## src/rtl/core/dxt1_pkg.sv

```systemverilog
// ----------------------------------------------------------------------------
// dxt1_pkg
// Shared types, constants and helpers of the BC1 block encoder.
// ----------------------------------------------------------------------------
package dxt1_pkg;

  // One RGBA pixel beat.
  typedef struct packed {
    logic [7:0] red;
    logic [7:0] green;
    logic [7:0] blue;
    logic [7:0] alpha;
  } pixel_t;

  // One encoded block.
  typedef struct packed {
    logic [15:0] endpoint_zero;
    logic [15:0] endpoint_one;
    logic [31:0] index_bits;
  } result_t;

  // Per-channel extremes of the block being loaded.
  typedef struct packed {
    logic [7:0] r_lo;
    logic [7:0] g_lo;
    logic [7:0] b_lo;
    logic [7:0] r_hi;
    logic [7:0] g_hi;
    logic [7:0] b_hi;
    logic [7:0] a_lo;
    logic [7:0] a_hi;
  } ext_t;

  localparam int unsigned BLOCK_PIXELS = 16;
  localparam int unsigned ADDR_W       = $clog2(BLOCK_PIXELS);
  localparam logic [ADDR_W-1:0] LAST_PIXEL = ADDR_W'(BLOCK_PIXELS - 1);

  localparam logic [7:0] THRESH_RST = 8'd128;

  localparam ext_t EXT_RST = '{
    r_lo: 8'hff, g_lo: 8'hff, b_lo: 8'hff,
    r_hi: 8'h00, g_hi: 8'h00, b_hi: 8'h00,
    a_lo: 8'hff, a_hi: 8'h00
  };

  // Index codes.
  localparam logic [1:0] IDX_E0 = 2'd0;
  localparam logic [1:0] IDX_E1 = 2'd1;
  localparam logic [1:0] IDX_C2 = 2'd2;
  localparam logic [1:0] IDX_C3 = 2'd3;

  // Fixed pattern of a fully transparent block.
  localparam logic [15:0] TRANSP_E0   = 16'h0000;
  localparam logic [15:0] TRANSP_E1   = 16'hffff;
  localparam logic [31:0] TRANSP_BITS = 32'hffff_ffff;

  function automatic logic [15:0] pack565(input logic [7:0] r, input logic [7:0] g,
                                          input logic [7:0] b);
    return {r[7:3], g[7:2], b[7:3]};
  endfunction

endpackage

```

## src/rtl/core/dxt1_store.sv

```systemverilog
// ----------------------------------------------------------------------------
// dxt1_store
// Pixel memory of one block: one write port, one read port, registered read.
// ----------------------------------------------------------------------------
module dxt1_store (
  input  logic                       clk,
  input  logic                       wr_en,
  input  logic [dxt1_pkg::ADDR_W-1:0] wr_addr,
  input  dxt1_pkg::pixel_t           wr_data,
  input  logic                       rd_en,
  input  logic [dxt1_pkg::ADDR_W-1:0] rd_addr,
  output dxt1_pkg::pixel_t           rd_data
);

  dxt1_pkg::pixel_t mem [dxt1_pkg::BLOCK_PIXELS];
  dxt1_pkg::pixel_t rd_data_r;

  always_ff @(posedge clk) begin
    if (wr_en) begin
      mem[wr_addr] <= wr_data;
    end
  end

  always_ff @(posedge clk) begin
    if (rd_en) begin
      rd_data_r <= mem[rd_addr];
    end
  end

  assign rd_data = rd_data_r;

endmodule

```

## src/rtl/core/dxt1_collect.sv

```systemverilog
// ----------------------------------------------------------------------------
// dxt1_collect
// Pixel counter and running channel extremes while a block loads.
// ----------------------------------------------------------------------------
module dxt1_collect (
  input  logic                        clk,
  input  logic                        rst_n,
  input  logic                        accept,
  input  dxt1_pkg::pixel_t            pixel,
  input  logic [7:0]                  thresh,
  output logic                        wr_en,
  output logic [dxt1_pkg::ADDR_W-1:0] wr_addr,
  output dxt1_pkg::pixel_t            wr_data,
  output logic                        go,
  output dxt1_pkg::ext_t              ext_fin
);

  logic [dxt1_pkg::ADDR_W-1:0] count_r;
  dxt1_pkg::ext_t              ext_r;
  dxt1_pkg::ext_t              ext_nxt;
  logic                        opaque;

  always_comb begin
    opaque  = (pixel.alpha >= thresh);
    ext_nxt = ext_r;
    if (opaque) begin
      if (pixel.red   < ext_r.r_lo) ext_nxt.r_lo = pixel.red;
      if (pixel.green < ext_r.g_lo) ext_nxt.g_lo = pixel.green;
      if (pixel.blue  < ext_r.b_lo) ext_nxt.b_lo = pixel.blue;
      if (pixel.red   > ext_r.r_hi) ext_nxt.r_hi = pixel.red;
      if (pixel.green > ext_r.g_hi) ext_nxt.g_hi = pixel.green;
      if (pixel.blue  > ext_r.b_hi) ext_nxt.b_hi = pixel.blue;
    end
    if (pixel.alpha < ext_r.a_lo) ext_nxt.a_lo = pixel.alpha;
    if (pixel.alpha > ext_r.a_hi) ext_nxt.a_hi = pixel.alpha;
  end

  always_ff @(posedge clk) begin
    if (!rst_n) begin
      count_r <= '0;
      ext_r   <= dxt1_pkg::EXT_RST;
    end else if (accept) begin
      if (count_r == dxt1_pkg::LAST_PIXEL) begin
        count_r <= '0;
        ext_r   <= dxt1_pkg::EXT_RST;
      end else begin
        count_r <= count_r + 1'b1;
        ext_r   <= ext_nxt;
      end
    end
  end

  assign wr_en   = accept;
  assign wr_addr = count_r;
  assign wr_data = pixel;
  assign go      = accept && (count_r == dxt1_pkg::LAST_PIXEL);
  assign ext_fin = ext_nxt;

endmodule

```

## src/rtl/core/dxt1_quant.sv

```systemverilog
// ----------------------------------------------------------------------------
// dxt1_quant
// Block quantizer: derives axis and length, scans the pixel memory and
// projects each pixel onto the axis to pick its 2-bit index.
// ----------------------------------------------------------------------------
module dxt1_quant (
  input  logic                        clk,
  input  logic                        rst_n,
  input  logic                        go,
  input  dxt1_pkg::ext_t              ext_fin,
  input  logic [7:0]                  thresh,
  output logic                        rd_en,
  output logic [dxt1_pkg::ADDR_W-1:0] rd_addr,
  input  dxt1_pkg::pixel_t            rd_data,
  output logic                        busy,
  output logic                        out_valid,
  output dxt1_pkg::result_t           out_result
);

  typedef enum logic [2:0] {Q_IDLE, Q_SETUP, Q_LEN, Q_SCAN, Q_DRAIN} qstate_t;

  qstate_t                     state_r;
  logic                        busy_r;
  logic                        out_valid_r;
  dxt1_pkg::result_t           out_result_r;

  dxt1_pkg::ext_t              ext_r;
  // Threshold in force at the last pixel of the block.
  logic [7:0]                  blk_thresh_r;
  logic signed [8:0]           vr_r, vg_r, vb_r;
  logic [17:0]                 len_r;
  logic                        transp_any_r;
  logic                        all_transp_r;
  logic [15:0]                 emax_r, emin_r;

  logic [dxt1_pkg::ADDR_W-1:0] rd_cnt_r;
  logic                        rd_vld_r;
  logic [dxt1_pkg::ADDR_W-1:0] rd_k_r;

  logic                        vld1_r;
  logic [dxt1_pkg::ADDR_W-1:0] k1_r;
  logic                        opq1_r;
  logic signed [17:0]          pr_r, pg_r, pb_r;

  logic [31:0]                 bits_r;
  logic [31:0]                 bits_nxt;

  // Squares of the axis for the length.
  logic signed [17:0]          sq_r, sq_g, sq_b;
  logic [17:0]                 len_sum;

  // Offsets of the pixel just read from the low corner.
  logic signed [8:0]           dr, dg, db;

  // Projection and index decision.
  logic signed [19:0]          dot;
  logic signed [25:0]          dx, lx;
  logic [1:0]                  idx;

  always_comb begin
    sq_r    = vr_r * vr_r;
    sq_g    = vg_r * vg_r;
    sq_b    = vb_r * vb_r;
    len_sum = 18'(sq_r[16:0]) + 18'(sq_g[16:0]) + 18'(sq_b[16:0]);
  end

  always_comb begin
    dr = $signed({1'b0, rd_data.red})   - $signed({1'b0, ext_r.r_lo});
    dg = $signed({1'b0, rd_data.green}) - $signed({1'b0, ext_r.g_lo});
    db = $signed({1'b0, rd_data.blue})  - $signed({1'b0, ext_r.b_lo});
  end

  always_comb begin
    dot = 20'(pr_r) + 20'(pg_r) + 20'(pb_r);
    dx  = 26'(dot);
    lx  = $signed({8'd0, len_r});
    if (transp_any_r) begin
      if (!opq1_r) begin
        idx = dxt1_pkg::IDX_C3;
      end else if (dx * 26'sd3 < lx) begin
        idx = dxt1_pkg::IDX_E0;
      end else if (dx * 26'sd3 < lx * 26'sd2) begin
        idx = dxt1_pkg::IDX_C2;
      end else begin
        idx = dxt1_pkg::IDX_E1;
      end
    end else begin
      if ((dx <<< 4) < lx * 26'sd3) begin
        idx = dxt1_pkg::IDX_E1;
      end else if ((dx <<< 1) < lx) begin
        idx = dxt1_pkg::IDX_C3;
      end else if ((dx <<< 4) < lx * 26'sd13) begin
        idx = dxt1_pkg::IDX_C2;
      end else begin
        idx = dxt1_pkg::IDX_E0;
      end
    end
    bits_nxt = bits_r;
    bits_nxt[{k1_r, 1'b0} +: 2] = idx;
  end

  always_ff @(posedge clk) begin
    if (!rst_n) begin
      state_r     <= Q_IDLE;
      busy_r      <= 1'b0;
      out_valid_r <= 1'b0;
      rd_vld_r    <= 1'b0;
      vld1_r      <= 1'b0;
    end else begin
      out_valid_r <= 1'b0;
      rd_vld_r    <= 1'b0;
      vld1_r      <= rd_vld_r;

      if (rd_vld_r) begin
        k1_r   <= rd_k_r;
        opq1_r <= (rd_data.alpha >= blk_thresh_r);
        pr_r   <= dr * vr_r;
        pg_r   <= dg * vg_r;
        pb_r   <= db * vb_r;
      end
      if (vld1_r) begin
        bits_r <= bits_nxt;
      end

      unique case (state_r)
        Q_IDLE: begin
          if (go) begin
            ext_r        <= ext_fin;
            blk_thresh_r <= thresh;
            busy_r       <= 1'b1;
            state_r      <= Q_SETUP;
          end
        end
        Q_SETUP: begin
          vr_r         <= $signed({1'b0, ext_r.r_hi}) - $signed({1'b0, ext_r.r_lo});
          vg_r         <= $signed({1'b0, ext_r.g_hi}) - $signed({1'b0, ext_r.g_lo});
          vb_r         <= $signed({1'b0, ext_r.b_hi}) - $signed({1'b0, ext_r.b_lo});
          transp_any_r <= (ext_r.a_lo < blk_thresh_r);
          all_transp_r <= (ext_r.a_hi < blk_thresh_r);
          emax_r       <= dxt1_pkg::pack565(ext_r.r_hi, ext_r.g_hi, ext_r.b_hi);
          emin_r       <= dxt1_pkg::pack565(ext_r.r_lo, ext_r.g_lo, ext_r.b_lo);
          state_r      <= Q_LEN;
        end
        Q_LEN: begin
          // A flat axis in 3-color mode sends every opaque pixel to endpoint 0.
          if (transp_any_r && len_sum == '0) begin
            len_r <= 18'd3;
          end else begin
            len_r <= len_sum;
          end
          rd_cnt_r <= '0;
          state_r  <= Q_SCAN;
        end
        Q_SCAN: begin
          rd_vld_r <= 1'b1;
          rd_k_r   <= rd_cnt_r;
          rd_cnt_r <= rd_cnt_r + 1'b1;
          if (rd_cnt_r == dxt1_pkg::LAST_PIXEL) begin
            state_r <= Q_DRAIN;
          end
        end
        Q_DRAIN: begin
          if (vld1_r && k1_r == dxt1_pkg::LAST_PIXEL) begin
            out_valid_r <= 1'b1;
            busy_r      <= 1'b0;
            state_r     <= Q_IDLE;
            if (all_transp_r) begin
              out_result_r <= '{endpoint_zero: dxt1_pkg::TRANSP_E0,
                                endpoint_one:  dxt1_pkg::TRANSP_E1,
                                index_bits:    dxt1_pkg::TRANSP_BITS};
            end else if (transp_any_r) begin
              out_result_r <= '{endpoint_zero: emin_r, endpoint_one: emax_r,
                                index_bits: bits_nxt};
            end else if (len_r == '0 || emax_r == emin_r) begin
              out_result_r <= '{endpoint_zero: emax_r, endpoint_one: emin_r,
                                index_bits: '0};
            end else begin
              out_result_r <= '{endpoint_zero: emax_r, endpoint_one: emin_r,
                                index_bits: bits_nxt};
            end
          end
        end
        default: begin
          state_r <= Q_IDLE;
        end
      endcase
    end
  end

  assign rd_en      = (state_r == Q_SCAN);
  assign rd_addr    = rd_cnt_r;
  assign busy       = busy_r;
  assign out_valid  = out_valid_r;
  assign out_result = out_result_r;

endmodule

```

## src/rtl/core/dxt1_block_encoder.sv

```systemverilog
// ----------------------------------------------------------------------------
// dxt1_block_encoder
// BC1 (DXT1) encoder for one 4x4 RGBA block at a time.
// ----------------------------------------------------------------------------
// Feed the 16 pixels of a block in row-major order, one beat per cycle while
// busy is low. The 16th beat raises busy while the quantizer sets up the
// color axis, scans the pixel memory through its single read port one entry
// per cycle and drains its two-stage projection pipe. The result appears on
// out_result for exactly one cycle with out_valid high, in the first cycle
// busy is low again; the receiver cannot stall it, so capture it then. The
// next block may start loading in that same cycle. The alpha threshold takes
// writes only while busy is low; change it between blocks.
// ----------------------------------------------------------------------------
module dxt1_block_encoder (
  input  logic              clk,
  input  logic              rst_n,
  // pixel input
  input  logic              start,
  output logic              busy,
  input  dxt1_pkg::pixel_t  in_pixel,
  // threshold register
  input  logic              cfg_valid,
  output logic              cfg_ready,
  input  logic [7:0]        cfg_data,
  // encoded block
  output logic              out_valid,
  output dxt1_pkg::result_t out_result
);

  logic                        accept;
  logic [7:0]                  thresh_r;

  logic                        wr_en;
  logic [dxt1_pkg::ADDR_W-1:0] wr_addr;
  dxt1_pkg::pixel_t            wr_data;
  logic                        rd_en;
  logic [dxt1_pkg::ADDR_W-1:0] rd_addr;
  dxt1_pkg::pixel_t            rd_data;

  logic                        go;
  dxt1_pkg::ext_t              ext_fin;

  // Take a pixel beat only while the quantizer is idle.
  assign accept    = start && !busy;
  // Hold threshold writes off while a block is being quantized.
  assign cfg_ready = !busy;

  always_ff @(posedge clk) begin
    if (!rst_n) begin
      thresh_r <= dxt1_pkg::THRESH_RST;
    end else if (cfg_valid && cfg_ready) begin
      thresh_r <= cfg_data;
    end
  end

  // Count pixels, track extremes, write each pixel to its slot.
  dxt1_collect u_collect (
    .clk     (clk),
    .rst_n   (rst_n),
    .accept  (accept),
    .pixel   (in_pixel),
    .thresh  (thresh_r),
    .wr_en   (wr_en),
    .wr_addr (wr_addr),
    .wr_data (wr_data),
    .go      (go),
    .ext_fin (ext_fin)
  );

  // Block memory; writes and reads never overlap since loading stops while busy.
  dxt1_store u_store (
    .clk     (clk),
    .wr_en   (wr_en),
    .wr_addr (wr_addr),
    .wr_data (wr_data),
    .rd_en   (rd_en),
    .rd_addr (rd_addr),
    .rd_data (rd_data)
  );

  // Derive endpoints and indices from the stored block.
  dxt1_quant u_quant (
    .clk        (clk),
    .rst_n      (rst_n),
    .go         (go),
    .ext_fin    (ext_fin),
    .thresh     (thresh_r),
    .rd_en      (rd_en),
    .rd_addr    (rd_addr),
    .rd_data    (rd_data),
    .busy       (busy),
    .out_valid  (out_valid),
    .out_result (out_result)
  );

  // The last pixel of a block starts quantizing in the next cycle.
  a_go_busy: assert property (@(posedge clk) disable iff (!rst_n)
    go |=> busy)
    else $error("busy did not rise after the last pixel of a block");

  // Results only come out of a quantizing pass.
  a_out_after_busy: assert property (@(posedge clk) disable iff (!rst_n)
    out_valid |-> $past(busy))
    else $error("result strobe without a preceding quantizing pass");

  // One strobe per block.
  a_out_single: assert property (@(posedge clk) disable iff (!rst_n)
    out_valid |=> !out_valid)
    else $error("result strobe lasted more than one cycle");

  // Interlock: no memory write while the scan reads the memory.
  a_no_write_busy: assert property (@(posedge clk) disable iff (!rst_n)
    wr_en |-> !busy && !rd_en)
    else $error("pixel memory written during a scan");

  // Threshold stays put through a quantizing pass.
  a_thresh_stable: assert property (@(posedge clk) disable iff (!rst_n)
    busy && $past(busy) |-> $stable(thresh_r))
    else $error("threshold changed while quantizing");

endmodule

```

## config.mk

```make
export PLATFORM = sky130hd
export DESIGN_NAME = dxt1_block_encoder
export DESIGN_NICKNAME = d
export VERILOG_FILES = /design/src/rtl/core/dxt1_pkg.sv /design/src/rtl/core/dxt1_store.sv /design/src/rtl/core/dxt1_collect.sv /design/src/rtl/core/dxt1_quant.sv /design/src/rtl/core/dxt1_block_encoder.sv
export SDC_FILE = /design/constraint.sdc
export NUM_CORES = 2
export LEC_CHECK = 0
export ABC_AREA = 1
export ABC_CLOCK_PERIOD_IN_PS = 13700
export BUFFER_PORTS_ARGS = -buffer_cell sky130_fd_sc_hd__clkbuf_2
export CAP_MARGIN = 30
export CORE_ASPECT_RATIO = 1.5
export CORE_MARGIN = 10
export CORE_UTILIZATION = 40
export DETAILED_ROUTE_END_ITERATION = 6
export GPL_ROUTABILITY_DRIVEN = 0
export GPL_TIMING_DRIVEN = 0
export PLACE_DENSITY_LB_ADDON = 0.08
export SLEW_MARGIN = 20
export SYNTH_ARGS = -nofsm -noshare
export SYNTH_HDL_FRONTEND = slang
export SYNTH_SLANG_ARGS = --single-unit
export TNS_END_PERCENT = 50
```

## constraint.sdc

```tcl
create_clock -name clk -period 13.7 [get_ports clk]
set_input_delay 0.685 -clock clk [delete_from_list [all_inputs] [get_ports clk]]
set_output_delay 0.685 -clock clk [all_outputs]
set_load 0.05 [all_outputs]
```

### After elaboration in Yosys (flattened, before gate mapping)

Memories as Yosys holds them, arrays and structs flattened. A register that Yosys moved wholly into a read port is not among the register bits.
Cells that the tools add are included.

* register bits: 397
* bits in writable memories: 512
* input bits: 44
* output and inout bits: 67
* logic and storage cells: 152
* memories: 1

* add/sub/neg operators: 13
* multipliers: 9
* magnitude comparators: 17
* equal/unequal tests: 11
* shift-type cells: 2
* mux-type cells: 33
* reductions and logical operators: 23

Memories
* u_store.mem: depth 16, bits a word 32, read ports 1, clocked after Yosys merged registers in 1, write ports 1, line dxt1_store.sv:15 `dxt1_pkg::pixel_t mem [dxt1_pkg::BLOCK_PIXELS];`

Operator list (number)
* two-way mux 64 bit: 2
* two-way mux 8 bit: 8
* multiplier 9 x 9 -> 18 bit: 3
* subtractor 8 x 8 -> 9 bit: 6
* multiplier 9 x 9 -> 17 bit: 3
* < comparator 8 bit: 6
* two-way mux 48 bit: 1
* logical NOT 18 bit: 2
* bitwise mux 32 bit: 1
* > comparator 8 bit: 4
* two-way mux 32 bit: 1
* variable shift 2 x 7 -> 32 bit (first input constant): 1
* indexed part select 2 x 7 -> 32 bit: 1
* < comparator 26 x 19 -> 1 bit: 1
* < comparator 26 x 20 -> 1 bit: 1
* < comparator 24 x 21 -> 1 bit: 1
* < comparator 24 x 23 -> 1 bit: 1
* multiplier 20 x 3 -> 23 bit (second input constant): 1
* multiplier 18 x 4 -> 22 bit (second input constant): 1
* < comparator 21 x 19 -> 1 bit: 1
* adder 19 x 18 -> 20 bit: 1
* multiplier 18 x 2 -> 20 bit (second input constant): 1
* adder 18 x 18 -> 19 bit: 1
* adder 17 x 17 -> 18 bit: 1
* other kinds (25): 58

### Depth between registers and ports, before layout

* depth after elaboration: 12
* gate-level depth with buffers: 42
* gate-level depth less buffers: 42

### Cells and area by module

Synthesis repeated with hierarchy kept, for this count alone.

* cell total of the unflattened synthesis: 7411
* area total of the unflattened synthesis: 67843.8 um^2

By module, submodules not included
* dxt1_quant: instances 1, cells each 4374, area each 38604.5 um^2
* dxt1_store: instances 1, cells each 2120, area each 23050.9 um^2
* dxt1_collect: instances 1, cells each 864, area each 5828.1 um^2
* dxt1_block_encoder: instances 1, cells each 53, area each 360.3 um^2

### Worst setup path after synthesis

No wires, ideal clock.

* path kind: reg2reg
* start point: register u_quant.busy_r, in the netlist u_quant.busy
* end point: register u_quant.blk_thresh_r[0] (enable)
* library setup time: 0.591 ns
* arrival: 7.743 ns
* slack: 5.365 ns
* stages on the path, launching flop included: 6
* buffers on the path: 0
* cells stage by stage: dfxtp_1 > inv_1 > nand2_1 > nor2_1 > inv_1 > nor3_1

* word-level cells in the longest chain between the ends: 4

Ends and longest elaborated chain
* from (decl): line dxt1_quant.sv:23 `logic busy_r;`
* from (signal assigned): line dxt1_quant.sv:105 `busy_r <= 1'b0;`
* from (signal assigned): line dxt1_quant.sv:130 `busy_r <= 1'b1;`
* from (signal assigned): line dxt1_quant.sv:165 `busy_r <= 1'b0;`
* logical NOT 1 bit
* named net cfg_ready: line dxt1_block_encoder.sv:23 `output logic cfg_ready,`
* logical AND 1 bit: line dxt1_block_encoder.sv:44 `assign accept = start && !busy;`
* logical AND 1 bit: line dxt1_collect.sv:56 `assign go = accept && (count_r == dxt1_pkg::LAST_PIXEL);`
* AND reduction 3 bit (no source line)
* to (signal assigned): line dxt1_quant.sv:129 `blk_thresh_r <= thresh;`
* to (decl): line dxt1_quant.sv:29 `logic [7:0] blk_thresh_r;`

The timed path passes the listed nets, and every way through them passes these cells.
A chain may end at the register's enable or synchronous reset.

### Worst setup path after layout

* start point: register u_quant.vb_r[8]
* end point: register u_quant.len_r[0], data pin

* word-level cells in the longest chain between the ends: 4

Ends and longest elaborated chain
* from (decl): line dxt1_quant.sv:30 `logic signed [8:0] vr_r, vg_r, vb_r;`
* from (signal assigned): line dxt1_quant.sv:137 `vb_r <= $signed({1'b0, ext_r.b_hi}) - $signed({1'b0, ext_r.b_lo});`
* multiplier 9 x 9 -> 17 bit: line dxt1_quant.sv:63 `sq_b = vb_r * vb_r;`
* adder 18 x 17 -> 18 bit: line dxt1_quant.sv:64 `len_sum = 18'(sq_r[16:0]) + 18'(sq_g[16:0]) + 18'(sq_b[16:0]);`
* logical NOT 18 bit: line dxt1_quant.sv:146 `if (transp_any_r && len_sum == '0) begin`
* logical AND 1 bit: line dxt1_quant.sv:146
* to (signal assigned): line dxt1_quant.sv:149 `len_r <= len_sum;`
* to (decl): line dxt1_quant.sv:31 `logic [17:0] len_r;`

No other way between the ends.

==> flow_metrics.tcl <==
set metrics [dict create \
    max-cap-violations 0 \
    die_h_um 510 \
    rsz0062_at_grt "false" \
    areaGrowthSynthToFinish_pct 11.3 \
    cp.depth 29 \
    synthesis.area_mm2 0.0640 \
    reg2reg_to "u_quant.len_r[0]" \
    clock_latency_ns 0.74 \
    viasPerCell 5.11 \
    via_count 45600 \
    clkTransAtPathRegs_ns 0.06 \
    cp_common_cell "fa_1" \
    cp-startpoint "u_quant.vb_r[8]" \
    rows 179 \
    syn_area_per_cell_um2 9.84 \
    fin_skew_ns 0.0448 \
    timing.final.crit_share_pct 62.0 \
    grt_use_met3_pct 2.11 \
    synthesis.nets 7541 \
    grtUsageMet2_pct 43.8 \
    rrSetupSlack_ns 5.20 \
    grt_antenna_before_repair 8 \
    grt_pass1_vias 47400 \
    ys_ff_latch 941 \
    dp_hpwl_um 158000 \
    ant_nets 0 \
    setup_tns_ns 0 \
    num-nets-final 7789 \
    power.density_mw_per_mm2 225 \
    die_area_mm2 0.177 \
    drive_gt1_share_pct 6.03 \
    cts_hold_buf 0 \
    fp.coreArea_mm2 0.159 \
    relSlewSlack_pct 32.8 \
    drc_errors 0 \
    fmax_ghz 0.118 \
    post_drt_wl_per_cell_um 22.2 \
    root_buffer "clkbuf_16" \
    io_buffer_count 110 \
    ys_types 50 \
    required_ns 14.17 \
    syn_inst 6503 \
    min_from "cfg_data[7]" \
    ios 111 \
    numClockSinks 941 \
    slowest_stage "edfxtp_1" \
    cts_resized 0 \
    end_kind "register" \
    cp_max_fo 10 \
    grt_overflow 0 \
    r2r-start "u_quant.vb_r[8]" \
    cts_tree "yes" \
    htreeDepth 3 \
    initial_core_util_pct 40.3 \
    dr.pass1.iters 5 \
    grt_max_degree 55 \
    vdd_ir_drop_max_mv 0.739 \
    status "completed" \
    grt_pass1_wl_um 294000 \
    leakage_uw 0.0311 \
    rr_worst_depth 29 \
    grt_usage_pct 22.2 \
    path_delay_family "adder cells" \
    hold_viol_final 0 \
    async_flop_share_pct 0 \
    crit_buf_inv 5 \
    worstPathArrival_ns 8.97 \
    slew_viol_final 0 \
    synth-edff-count 858 \
    ctsLongestPathBuffers 3 \
    cts_buffers 95 \
    worst_pin_slew_ns 1.01 \
    cp_slowest_stage_delay_ns 0.63 \
    die_w_um 347 \
    cp-start-kind "register" \
    use_met1_pct 22.2 \
    setup_viol 0 \
    critPathKind "reg2reg" \
    gr-max-usage-layer "met2" \
    routed_wl_um 198000 \
    synth_seq_area_share_pct 42.8 \
    first_iter_violations 2565 \
    hold_class "in2reg" \
    ys.flop_type "edfxtp_1" \
    fin_util_pct 44.9 \
    fin_crit_ns 8.50 \
    yosys_warnings 0 \
    crit_end "u_quant.len_r[0]" \
    postCtsSetupRepairBufs 0 \
]
[metal layers]
metal | vias up | share of wire, % | wire length [µm]
li1 | 21900 | - | -
met1 | 22400 | 35 | 69300
met2 | 909 | 55 | 109000
met3 | 360 | 2.9 | 5710
met4 | 6 | 6.7 | 13300
met5 | - | 0.019 | 37
[synthesized netlist by cell type (all sizes together), types with 9 or more instances]
cell	number	share of area, %
edfxtp	858	40
o22ai	74	0.72
inv	1077	6.3
xnor2	83	1.1
a21o	14	0.16
o211ai	31	0.36
ha	539	11
o21ai	427	3.3
or2	29	0.28
o21bai	19	0.23
a21boi	13	0.15
nand3b	14	0.16
nand4	33	0.37
and2	15	0.15
o221ai	55	0.75
o21a	9	0.11
a21oi	342	2.8
dfxtp	83	2.6
nor3	18	0.14
fa	455	14
nor2	604	3.6
buf	21	0.13
nand2	1168	6.9
xor2	117	1.6
clkbuf	177	1.0
nand3	196	1.6
[sequential cells by signal, indices dropped and copies added (netlist names), 8 cells and up]
name	cells
u_quant.vb_r	9
u_quant.len_r	18
u_store.mem	512
u_quant.vr_r	9
u_quant.emin_r	16
u_quant.pr_r	18
u_quant.pg_r	18
u_quant.ext_r	64
u_quant.emax_r	16
u_collect.ext_r	64
u_quant.bits_r	32
u_store.rd_data	32
u_quant.pb_r	18
u_quant.out_result	64
thresh_r	8
u_quant.vg_r	9
u_quant.blk_thresh_r	8
[how the worst min path moves through the flow]
stage                                         end  slack [ns]  depth (start not counted)
after global placement    u_quant.blk_thresh_r[3]        0.41                          0
final                                 thresh_r[7]        0.20                          3
after detailed placement  u_quant.blk_thresh_r[7]        0.42                          0
after floorplan                   u_quant.k1_r[0]        0.40                          0
after CTS                             thresh_r[7]        0.16                          3
after global routing                  thresh_r[7]        0.21                          3
[report_power, final]
group | internal [µW] | switching (µW) | total (µW)
combinational | 3460 | 6130 | 9590
sequential | 3680 | 105 | 3790
clock | 1460 | 1200 | 2650
total | 8600 | 7430 | 16000
[cells in the final DEF, fill, tap and decap left out, types with 18 or more instances in the layout]
| cell type | n |
|---|---|
| nor2_1 | 578 |
| nand3_1 | 190 |
| nor2_4 | 23 |
| o221ai_1 | 55 |
| nand2_1 | 1149 |
| edfxtp_1 | 858 |
| a21oi_2 | 19 |
| clkbuf_16 | 95 |
| clkinv_1 | 20 |
| ha_1 | 539 |
| nand4_1 | 30 |
| o211ai_1 | 31 |
| o22ai_1 | 74 |
| fa_1 | 455 |
| or2_2 | 29 |
| clkbuf_1 | 200 |
| xor2_1 | 117 |
| inv_1 | 1065 |
| buf_1 | 18 |
| clkbuf_2 | 110 |
| a21oi_1 | 323 |
| dfxtp_1 | 83 |
| o21ai_0 | 425 |
| xnor2_1 | 83 |
[logic make-up after synthesis]
kind of cell / count (synthesis) / share of synthesized area [%]
flip-flops: 941 / 42.8
buffers and inverters: 1280 / 7.51
adder cells (fa/ha/maj): 994 / 24.8
AND/OR/NAND/NOR: 2084 / 13.3
AO/OA/AOI/OAI: 1004 / 8.86
XOR/XNOR: 200 / 2.74
[worst register-to-register path, delay by kind of cell (launching register included)]
family	cells	cell delay (ns)
fa+ha+maj	8	3.76
compound gates	8	1.30
buf+inv	5	1.03
xor+xnor	2	0.88
simple gates	6	0.66
flops	1	0.63
[cell type report]
class	instances	area (µm²)
antenna	3	7.51
sequential	941	27400
clock inverter	54	561
buffer	198	747
multi-input combinational	4282	31900
inverter	1082	4060
tap	2081	2600
clock buffer	124	2550
fill	15400	87500
timing repair buffer	151	1360
[per-stage QoR]
step	std cells	hold slack [ns]	worst slack (ns)	instance area, µm²	total power [µW]
5_1_grt	8914	0.210	4.65	71200	17500
6_report	8916	0.196	5.20	71200	16000
2_1_floorplan	6503	0.400	5.37	64000	10800
3_3_place_gp	8694	0.413	0.694	67200	13400
4_1_cts	8913	0.162	5.13	71200	16300
3_5_place_dp	8735	0.415	5.14	68100	13600
(Power assumes the default switching activity.)
